## config.mk

```make
export PLATFORM = sky130hd
export DESIGN_NAME = fir_filter_circular_delay
export DESIGN_NICKNAME = d
export VERILOG_FILES = /design/src/sv/fcd_pkg.sv /design/src/sv/fir_filter_circular_delay.sv /design/src/sv/fcd_ram.sv /design/src/sv/fcd_ctrl.sv /design/src/sv/fcd_datapath.sv
export VERILOG_INCLUDE_DIRS = /design/src /design/src/sv
export SDC_FILE = /design/constraint.sdc
export NUM_CORES = 2
export LEC_CHECK = 0
export BUFFER_PORTS_ARGS = -buffer_cell sky130_fd_sc_hd__buf_2
export CAP_MARGIN = 25
export CORE_UTILIZATION = 40
export DETAILED_ROUTE_END_ITERATION = 16
export PLACE_DENSITY_LB_ADDON = 0.2
export SETUP_SLACK_MARGIN = 0.02
export SLEW_MARGIN = 5
export SYNTH_ARGS = -nofsm -noshare
export SYNTH_HDL_FRONTEND = slang
export SYNTH_SLANG_ARGS = --single-unit
```

## constraint.sdc

```tcl
create_clock -name clk -period 10.82 [get_ports clk]
set_input_delay 2.164 -clock clk [delete_from_list [all_inputs] [get_ports clk]]
set_output_delay 2.164 -clock clk [all_outputs]
set_load 0.02 [all_outputs]
```

## src/sv/fir_filter_circular_delay_defines.svh

```systemverilog
// Assertion macros used by the filter top level.
`ifndef FIR_FILTER_CIRCULAR_DELAY_DEFINES_SVH
`define FIR_FILTER_CIRCULAR_DELAY_DEFINES_SVH

// Same-cycle implication check.
`define FCD_ASSERT_NOW(label, clk, rst_n, ante, cons) \
	label: assert property (@(posedge clk) disable iff (!rst_n) (ante) |-> (cons)) \
		else $error("fir filter check failed");

// Next-cycle implication check.
`define FCD_ASSERT_NEXT(label, clk, rst_n, ante, cons) \
	label: assert property (@(posedge clk) disable iff (!rst_n) (ante) |=> (cons)) \
		else $error("fir filter check failed");

`endif

```

## src/sv/fcd_pkg.sv

```systemverilog
// Package: constants, request codes and control structs of the FIR filter.
`timescale 1ns / 1ps
package fcd_pkg;

	localparam int TAPS_DEF        = 63;
	localparam int SAMPLE_BITS_DEF = 16;
	localparam int COEF_BITS       = 24;
	localparam int COEF_FRAC       = 25;
	localparam int ACC_BITS        = 39;
	localparam int ACC_FRAC        = 35;

	// Request codes carried by req_type
	localparam logic REQ_FILTER = 1'b0;
	localparam logic REQ_COEF   = 1'b1;

	// Commands from the controller to the datapath
	typedef struct packed {
		logic clear_we;   // write zero to both memories at the tap counter
		logic start;      // sample accepted: store it, clear accumulator
		logic coef_we;    // coefficient item accepted
		logic issue;      // read one tap pair
		logic load_out;   // capture the accumulator into the output register
	} cmd_t;

	// Status from the datapath to the controller
	typedef struct packed {
		logic last_tap;   // tap counter at its last value
		logic busy;       // multiply-accumulate pipeline still holds work
	} status_t;

endpackage

```

## src/sv/fir_filter_circular_delay.sv

```systemverilog
// Top level of the direct-form FIR filter with a circular delay line.
// A sample item (req_type 0) is stored in the circular delay line and one
// shared multiply-accumulate unit then steps through the TAPS taps, one tap
// per cycle, reading the delay memory and the coefficient memory; no new
// item is taken until the result is captured into the output register,
// where it may still wait while the next sample is processed. A coefficient
// item (req_type 1) writes one table entry in the cycle it is taken and
// yields no result; indexes of TAPS and above are dropped. After reset a
// clearing pass zeroes both memories, and no item is taken until it ends.
// Products are floored to 35 fraction bits, summed in a wrapping 39-bit
// accumulator, and the output is floored and wrapped to SAMPLE_BITS bits
// without saturation.
`timescale 1ns / 1ps
`include "fir_filter_circular_delay_defines.svh"
module fir_filter_circular_delay #(
	parameter int TAPS        = fcd_pkg::TAPS_DEF,
	parameter int SAMPLE_BITS = fcd_pkg::SAMPLE_BITS_DEF,
	localparam int IDX_W      = $clog2(TAPS)
) (
	input  logic                                 clk,
	input  logic                                 arst_n,
	input  logic                                 in_valid,
	output logic                                 in_stall,
	input  logic                                 req_type,
	input  logic signed [SAMPLE_BITS-1:0]        sample,
	input  logic        [IDX_W-1:0]              coef_index,
	input  logic signed [fcd_pkg::COEF_BITS-1:0] coef_value,
	output logic                                 out_valid,
	input  logic                                 out_stall,
	output logic signed [SAMPLE_BITS-1:0]        filtered
);
	import fcd_pkg::*;

	cmd_t    cmd;
	status_t status;

	fcd_ctrl u_ctrl (
		.clk       (clk),
		.arst_n    (arst_n),
		.in_valid  (in_valid),
		.req_type  (req_type),
		.out_stall (out_stall),
		.status    (status),
		.cmd       (cmd),
		.in_stall  (in_stall),
		.out_valid (out_valid)
	);

	fcd_datapath #(.TAPS(TAPS), .SAMPLE_BITS(SAMPLE_BITS)) u_datapath (
		.clk        (clk),
		.arst_n     (arst_n),
		.cmd        (cmd),
		.sample     (sample),
		.coef_index (coef_index),
		.coef_value (coef_value),
		.status     (status),
		.filtered   (filtered)
	);

	// A taken sample locks the input until its result is captured
	`FCD_ASSERT_NEXT(a_sample_locks_input, clk, arst_n, cmd.start, in_stall)
	// Taps are never read while an item can be taken
	`FCD_ASSERT_NOW(a_issue_stalls_input, clk, arst_n, cmd.issue, in_stall)
	// The result is captured only after the pipeline has drained
	`FCD_ASSERT_NOW(a_load_after_drain, clk, arst_n, cmd.load_out, !status.busy && !cmd.issue)
	// A captured result is presented in the next cycle
	`FCD_ASSERT_NEXT(a_load_shows_result, clk, arst_n, cmd.load_out, out_valid)

endmodule

```

## src/sv/fcd_ram.sv

```systemverilog
// Generic simple dual-port RAM with registered read.
`timescale 1ns / 1ps
module fcd_ram #(
	parameter int WIDTH = 16,
	parameter int DEPTH = 64,
	localparam int AW = (DEPTH > 1) ? $clog2(DEPTH) : 1
) (
	input  logic             clk,
	input  logic             we,
	input  logic [AW-1:0]    waddr,
	input  logic [WIDTH-1:0] wdata,
	input  logic [AW-1:0]    raddr,
	output logic [WIDTH-1:0] rdata
);

	logic [WIDTH-1:0] mem_q [DEPTH];

	always_ff @(posedge clk) begin
		if (we) begin
			mem_q[waddr] <= wdata;
		end
		rdata <= mem_q[raddr];
	end

endmodule

```

## src/sv/fcd_ctrl.sv

```systemverilog
// Controller: sequences clearing, tap iteration and result hand-off.
`timescale 1ns / 1ps
module fcd_ctrl (
	input  logic            clk,
	input  logic            arst_n,
	input  logic            in_valid,
	input  logic            req_type,
	input  logic            out_stall,
	input  fcd_pkg::status_t status,
	output fcd_pkg::cmd_t   cmd,
	output logic            in_stall,
	output logic            out_valid
);
	import fcd_pkg::*;

	typedef enum logic [2:0] {
		ST_CLEAR,
		ST_IDLE,
		ST_RUN,
		ST_DRAIN,
		ST_FINISH
	} state_t;

	state_t state_q;
	logic   out_valid_q;
	logic   in_acc;
	logic   out_free;

	assign in_stall  = (state_q != ST_IDLE);
	assign in_acc    = in_valid && !in_stall;
	assign out_free  = !out_valid_q || !out_stall;
	assign out_valid = out_valid_q;

	// Command decode
	always_comb begin
		cmd          = '0;
		cmd.clear_we = (state_q == ST_CLEAR);
		cmd.start    = in_acc && (req_type == REQ_FILTER);
		cmd.coef_we  = in_acc && (req_type == REQ_COEF);
		cmd.issue    = (state_q == ST_RUN);
		cmd.load_out = (state_q == ST_FINISH) && out_free;
	end

	// State and output valid
	always_ff @(posedge clk or negedge arst_n) begin
		if (!arst_n) begin
			state_q     <= ST_CLEAR;
			out_valid_q <= 1'b0;
		end else begin
			if (cmd.load_out) begin
				out_valid_q <= 1'b1;
			end else if (out_valid_q && !out_stall) begin
				out_valid_q <= 1'b0;
			end
			unique case (state_q)
				ST_CLEAR: begin
					if (status.last_tap) state_q <= ST_IDLE;
				end
				ST_IDLE: begin
					if (cmd.start) state_q <= ST_RUN;
				end
				ST_RUN: begin
					if (status.last_tap) state_q <= ST_DRAIN;
				end
				ST_DRAIN: begin
					if (!status.busy) state_q <= ST_FINISH;
				end
				ST_FINISH: begin
					if (out_free) state_q <= ST_IDLE;
				end
				default: state_q <= ST_CLEAR;
			endcase
		end
	end

endmodule

```

## src/sv/fcd_datapath.sv

```systemverilog
// Datapath: delay and coefficient memories, pointers, multiply-accumulate.
`timescale 1ns / 1ps
module fcd_datapath #(
	parameter int TAPS        = fcd_pkg::TAPS_DEF,
	parameter int SAMPLE_BITS = fcd_pkg::SAMPLE_BITS_DEF,
	localparam int IDX_W      = $clog2(TAPS)
) (
	input  logic                                clk,
	input  logic                                arst_n,
	input  fcd_pkg::cmd_t                       cmd,
	input  logic signed [SAMPLE_BITS-1:0]       sample,
	input  logic        [IDX_W-1:0]             coef_index,
	input  logic signed [fcd_pkg::COEF_BITS-1:0] coef_value,
	output fcd_pkg::status_t                    status,
	output logic signed [SAMPLE_BITS-1:0]       filtered
);
	import fcd_pkg::*;

	localparam int PROD_W = COEF_BITS + SAMPLE_BITS;
	localparam int EXT_W  = PROD_W + ACC_BITS;
	localparam int SHIFT  = COEF_FRAC + SAMPLE_BITS - 1 - ACC_FRAC;
	localparam int RSH    = (SHIFT > 0) ? SHIFT : 0;
	localparam int LSH    = (SHIFT < 0) ? -SHIFT : 0;
	localparam int OUT_SH = ACC_FRAC - (SAMPLE_BITS - 1);
	localparam logic [IDX_W-1:0] LAST = IDX_W'(TAPS - 1);
	localparam logic [IDX_W-1:0] ONE  = IDX_W'(1);

	logic [IDX_W-1:0] k_q;       // tap counter, also the clearing address
	logic [IDX_W-1:0] wp_q;      // slot for the next sample
	logic [IDX_W-1:0] rd_ptr_q;  // delay-line read address
	logic             v_s1;
	logic             v_s2;

	logic signed [COEF_BITS-1:0]   coef_rd;
	logic signed [SAMPLE_BITS-1:0] smp_rd;
	logic signed [PROD_W-1:0]      prod_s2;
	logic signed [EXT_W-1:0]       prod_ext;
	logic signed [EXT_W-1:0]       scaled;
	logic        [ACC_BITS-1:0]    term;
	logic        [ACC_BITS-1:0]    acc_q;
	logic signed [SAMPLE_BITS-1:0] filtered_q;

	logic                   dl_we;
	logic [IDX_W-1:0]       dl_waddr;
	logic [SAMPLE_BITS-1:0] dl_wdata;
	logic                   cf_we;
	logic [IDX_W-1:0]       cf_waddr;
	logic [COEF_BITS-1:0]   cf_wdata;
	logic                   idx_ok;

	// Memory write selection
	assign idx_ok   = ({1'b0, coef_index} < (IDX_W + 1)'(TAPS));
	assign dl_we    = cmd.clear_we || cmd.start;
	assign dl_waddr = cmd.clear_we ? k_q : wp_q;
	assign dl_wdata = cmd.clear_we ? '0 : sample;
	assign cf_we    = cmd.clear_we || (cmd.coef_we && idx_ok);
	assign cf_waddr = cmd.clear_we ? k_q : coef_index;
	assign cf_wdata = cmd.clear_we ? '0 : coef_value;

	fcd_ram #(.WIDTH(SAMPLE_BITS), .DEPTH(TAPS)) u_delay_ram (
		.clk   (clk),
		.we    (dl_we),
		.waddr (dl_waddr),
		.wdata (dl_wdata),
		.raddr (rd_ptr_q),
		.rdata (smp_rd)
	);

	fcd_ram #(.WIDTH(COEF_BITS), .DEPTH(TAPS)) u_coef_ram (
		.clk   (clk),
		.we    (cf_we),
		.waddr (cf_waddr),
		.wdata (cf_wdata),
		.raddr (k_q),
		.rdata (coef_rd)
	);

	// Pointers, tap counter and pipeline valids
	always_ff @(posedge clk or negedge arst_n) begin
		if (!arst_n) begin
			k_q      <= '0;
			wp_q     <= '0;
			rd_ptr_q <= '0;
			v_s1     <= 1'b0;
			v_s2     <= 1'b0;
		end else begin
			v_s1 <= cmd.issue;
			v_s2 <= v_s1;
			if (cmd.clear_we || cmd.issue) begin
				k_q <= (k_q == LAST) ? '0 : k_q + ONE;
			end
			if (cmd.issue) begin
				rd_ptr_q <= (rd_ptr_q == LAST) ? '0 : rd_ptr_q + ONE;
			end
			// new sample sits at wp; the walk starts there, wp moves down
			if (cmd.start) begin
				k_q      <= '0;
				rd_ptr_q <= wp_q;
				wp_q     <= (wp_q == '0) ? LAST : wp_q - ONE;
			end
		end
	end

	// Product floored to the accumulator's fraction bits
	always_comb begin
		prod_ext = {{ACC_BITS{prod_s2[PROD_W-1]}}, prod_s2};
		scaled   = (prod_ext >>> RSH) <<< LSH;
		term     = scaled[ACC_BITS-1:0];
	end

	// Multiply and accumulate
	always_ff @(posedge clk) begin
		if (v_s1) begin
			prod_s2 <= PROD_W'(coef_rd) * PROD_W'(smp_rd);
		end
		if (cmd.start) begin
			acc_q <= '0;
		end else if (v_s2) begin
			acc_q <= acc_q + term;
		end
		if (cmd.load_out) begin
			filtered_q <= acc_q[OUT_SH +: SAMPLE_BITS];
		end
	end

	assign status.last_tap = (k_q == LAST);
	assign status.busy     = v_s1 || v_s2;
	assign filtered        = filtered_q;

endmodule
```

==> out/metrics.json <==
{
  "route": {
    "totalWireLength_um": 303000,
    "postRouteAntennaNets": 0,
    "dr_total_vias": 57400,
    "drc": 0,
    "drt_iter0_markers": 5465,
    "routed_wire_length_per_instance_um": 29.0,
    "drt_pass1_iterations": 7,
    "vias_per_cell": 5.50
  },
  "worst_setup_path": {
    "worst-endpoint-arrival_ns": 7.43,
    "crit_fanout": 24,
    "worstPathRequired_ns": 11.38,
    "setup.worst_path.class": "flip-flop to flip-flop",
    "crit_path_end_kind": "flip-flop",
    "critPathLaunchType": "flip-flop"
  },
  "synth": {
    "syn_avg_cell_area_um2": 19.3,
    "synth_fp_nets": 6620,
    "synth-seq-area-share": 0.680,
    "synth_seq_cells": 2671,
    "synth_enable_flop_cells": 2571,
    "yosys.cell_types.count": 67,
    "post_synth_instance_area_um2": 117000,
    "synth-async-reset-ratio": 0.00899,
    "synth_ff_type": "edfxtp_1",
    "synthDominantAreaCellType": "edfxtp_1",
    "yosys-top-cells-area": "edfxtp_1 (66%), mux4_2 (15%), fa_1 (6.4%)",
    "syn_inst": 6059,
    "yosysWarningCount": 0,
    "synth_largest_type_area_fraction": 0.661
  },
  "power": {
    "intPower_w": 0.0213,
    "comb_power_share": 0.324,
    "netSwitchingPower_w": 0.00986,
    "pwr_density_cell_nw_per_um2": 235,
    "power.static_leakage_nw": 40.3,
    "clkPwrFrac": 0.297,
    "vdd_drop_max_mv": 0.537,
    "post_layout_power_w": 0.0311,
    "power.share.switching": 0.317,
    "p_seq_frac": 0.379
  },
  "floorplanning": {
    "fp-row-count": 197,
    "fp.dieH_um": 542,
    "top_level_ports": 69,
    "fp.dieW_um": 542,
    "floorplan.initialDensity": 0.404,
    "core_um2": 289000,
    "floorplan.die_area_um2": 294000
  },
  "grt": {
    "maximum_number_of_pins_on_one_net_before_global_route_repair": 148,
    "grt_first_pass_wirelength_um": 435000,
    "grt_pass1_vias": 59700,
    "grt_antenna_before_repair": 22,
    "grtUsageTotal": 0.206,
    "overall_overflow_remaining_after_global_route": 0
  },
  "clock_tree": {
    "clock_sinks": 2671,
    "insertion_delay_ns": 0.87,
    "clk_pin_slew_ns": 0.06,
    "cts_made_buffers": 287,
    "clock_path_buffers": 4,
    "cts.htree.levels": 5,
    "ctsHoldBuffers": 0,
    "post-cts-setup-buffers": 0,
    "clock-root-buffer": "clkbuf_16",
    "clock_tree_from_tritoncts": "built",
    "post_cts_resized": 0
  },
  "placement": {
    "numPortBuffers": 68,
    "place_hpwl_um": 183000,
    "gp_congestion": 0.817
  },
  "sta": {
    "finalSetupViolCount": 0,
    "min_period_over_period": 0.634,
    "grt_setup_unrepaired": "no",
    "hold_viol_final": 0,
    "timing.slew.headroom": 0.228,
    "fin_crit_ns": 6.86,
    "setup_tns_ns": 0,
    "timing_worst_slew_pin_value_ns": 1.15,
    "slew_viol_final": 0,
    "maxClockFrequency_mhz": 146,
    "finClkSkew_ns": 0.0473,
    "fin_hold_ws_ns": 0.455
  },
  "finish": {
    "layout.cells.most_common_list": "edfxtp_1 (2571), mux4_2 (797), inv_1 (442)",
    "final_core_utilization": 0.457,
    "layout_commonest_cell": "edfxtp_1",
    "areaGrowthSynthToFinish_pct": 13.3,
    "nets": 6898,
    "drive_gt1_frac": 0.245
  },
  "outcome": {
    "outcome": "completed"
  },
  "hold_path": {
    "hold_path_class": "flip-flop to flip-flop"
  },
  "job": {
    "drv_cap": 0
  }
}
==> synth_stat cells, types with 8 or more instances <==
library cell  instances
nor2_1              224
xor2_1               23
buf_1                36
dfrtp_1              24
clkbuf_1            172
a211oi_1             13
buf_2                55
mux2i_1              65
a31oi_1              14
nand3_1              44
o21a_1               11
buf_4                13
a21oi_1              77
mux4_2              797
fa_1                374
ha_1                136
a21o_1               19
nand2b_1             24
nand2_1             346
xnor2_1              44
inv_1               442
edfxtp_1           2571
and2_1              196
o21ai_0              98
dfxtp_1              76
or3_1                 8
nor3_1               25
nor2b_1              16
nand4_1              15
==> final timing paths <==
path	startpoint	depth (start not counted)	slack (ns)	end
min reg2reg	u_datapath.acc_q[35]	0	0.46	u_datapath.filtered[15]
min in group asynchronous	arst_n	1	1.37	u_ctrl.state_q[1]
min	u_datapath.acc_q[35]	0	0.46	u_datapath.filtered[15]
max reg2reg	u_datapath.u_delay_ram.rdata[1]	20	3.96	u_datapath.prod_s2[33]
max in group asynchronous	arst_n	1	8.93	u_datapath.k_q[0]
max	u_datapath.u_delay_ram.rdata[1]	20	3.96	u_datapath.prod_s2[33]
==> power by group through the flow <==
stage	clock network [W]	registers (W)	logic, W
after floorplan	0	0.0120	0.00747
after CTS	0.00944	0.0118	0.0102
after detailed placement	0	0.0120	0.0102
after global routing	0.00980	0.0118	0.0114
final	0.00925	0.0118	0.0101
after global placement	0	0.0120	0.0100
==> flip-flops by register name (all words and copies together) (netlist names) <==
name	cells
u_datapath.acc_q	36
u_datapath.v_s1	1
u_datapath.rd_ptr_q	6
u_datapath.prod_s2	35
u_ctrl.out_valid	1
u_datapath.k_q	6
u_datapath.u_coef_ram.rdata	24
u_datapath.v_s2	1
u_datapath.filtered	16
u_ctrl.state_q	3
u_datapath.u_coef_ram.mem_q	1512
u_datapath.u_delay_ram.rdata	16
u_datapath.u_delay_ram.mem_q	1008
u_datapath.wp_q	6
==> cells by family (layout without fill, tap and decap cells) <==
| kind of cell | count (synthesis) | after routing | share of synthesized area |
|---|---|---|---|
| other | 0 | 12 | 0 |
| multiplexers | 862 | 862 | 0.159 |
| AND/OR/NAND/NOR | 930 | 930 | 0.0371 |
| flip-flops | 2671 | 2671 | 0.680 |
| XOR/XNOR | 67 | 67 | 0.00503 |
| AO/OA/AOI/OAI | 293 | 293 | 0.0154 |
| adder cells (fa/ha/maj) | 510 | 510 | 0.0787 |
| buffers and inverters | 726 | 1214 | 0.0248 |
==> metal layers <==
layer,GRT usage,vias to the layer above,share of wire
li1,-,24100,-
met1,0.283,31300,0.42
met2,0.344,1602,0.49
met3,0.0268,387,0.052
met4,0.0628,4,0.031
met5,0,-,0.000083
==> metrics by stage <==
| stage | worst slack [ns] | cell area (um^2) | instances |
|---|---|---|---|
| finish | 3.96 | 132000 | 10400 |
| global route | 3.49 | 132000 | 10400 |
| CTS | 3.86 | 132000 | 10400 |
| detailed placement | 3.87 | 123000 | 9922 |
| global placement | 3.87 | 123000 | 9888 |
| floorplan | 4.75 | 117000 | 6059 |
==> worst max-delay path: stages (launching register included) <==
cell       delay, ns
dfxtp_1         0.94
nand2_1         0.22
inv_1           0.17
fa_1            0.51
inv_1           0.18
fa_1            0.42
inv_1           0.08
fa_1            0.45
fa_1            0.52
fa_1            0.51
inv_1           0.06
fa_1            0.47
inv_1           0.04
ha_1            0.35
a2111oi_0       0.37
o21ai_0         0.21
a221oi_1        0.38
a21oi_1         0.17
a21o_1          0.23
a211oi_1        0.25
nor3_1          0.07
==> area by class of cell <==
type	instances	area, um^2
well taps	3880	4850
clock buffers	368	7610
fillers	24400	157000
clock inverters	131	1080
multi-input cells	2662	35100
diodes	12	30.0
repair buffers	272	2540
flip-flops and latches	2671	79400
inverters	443	1660
No activity file was read; power rests on OpenSTA's default activity.
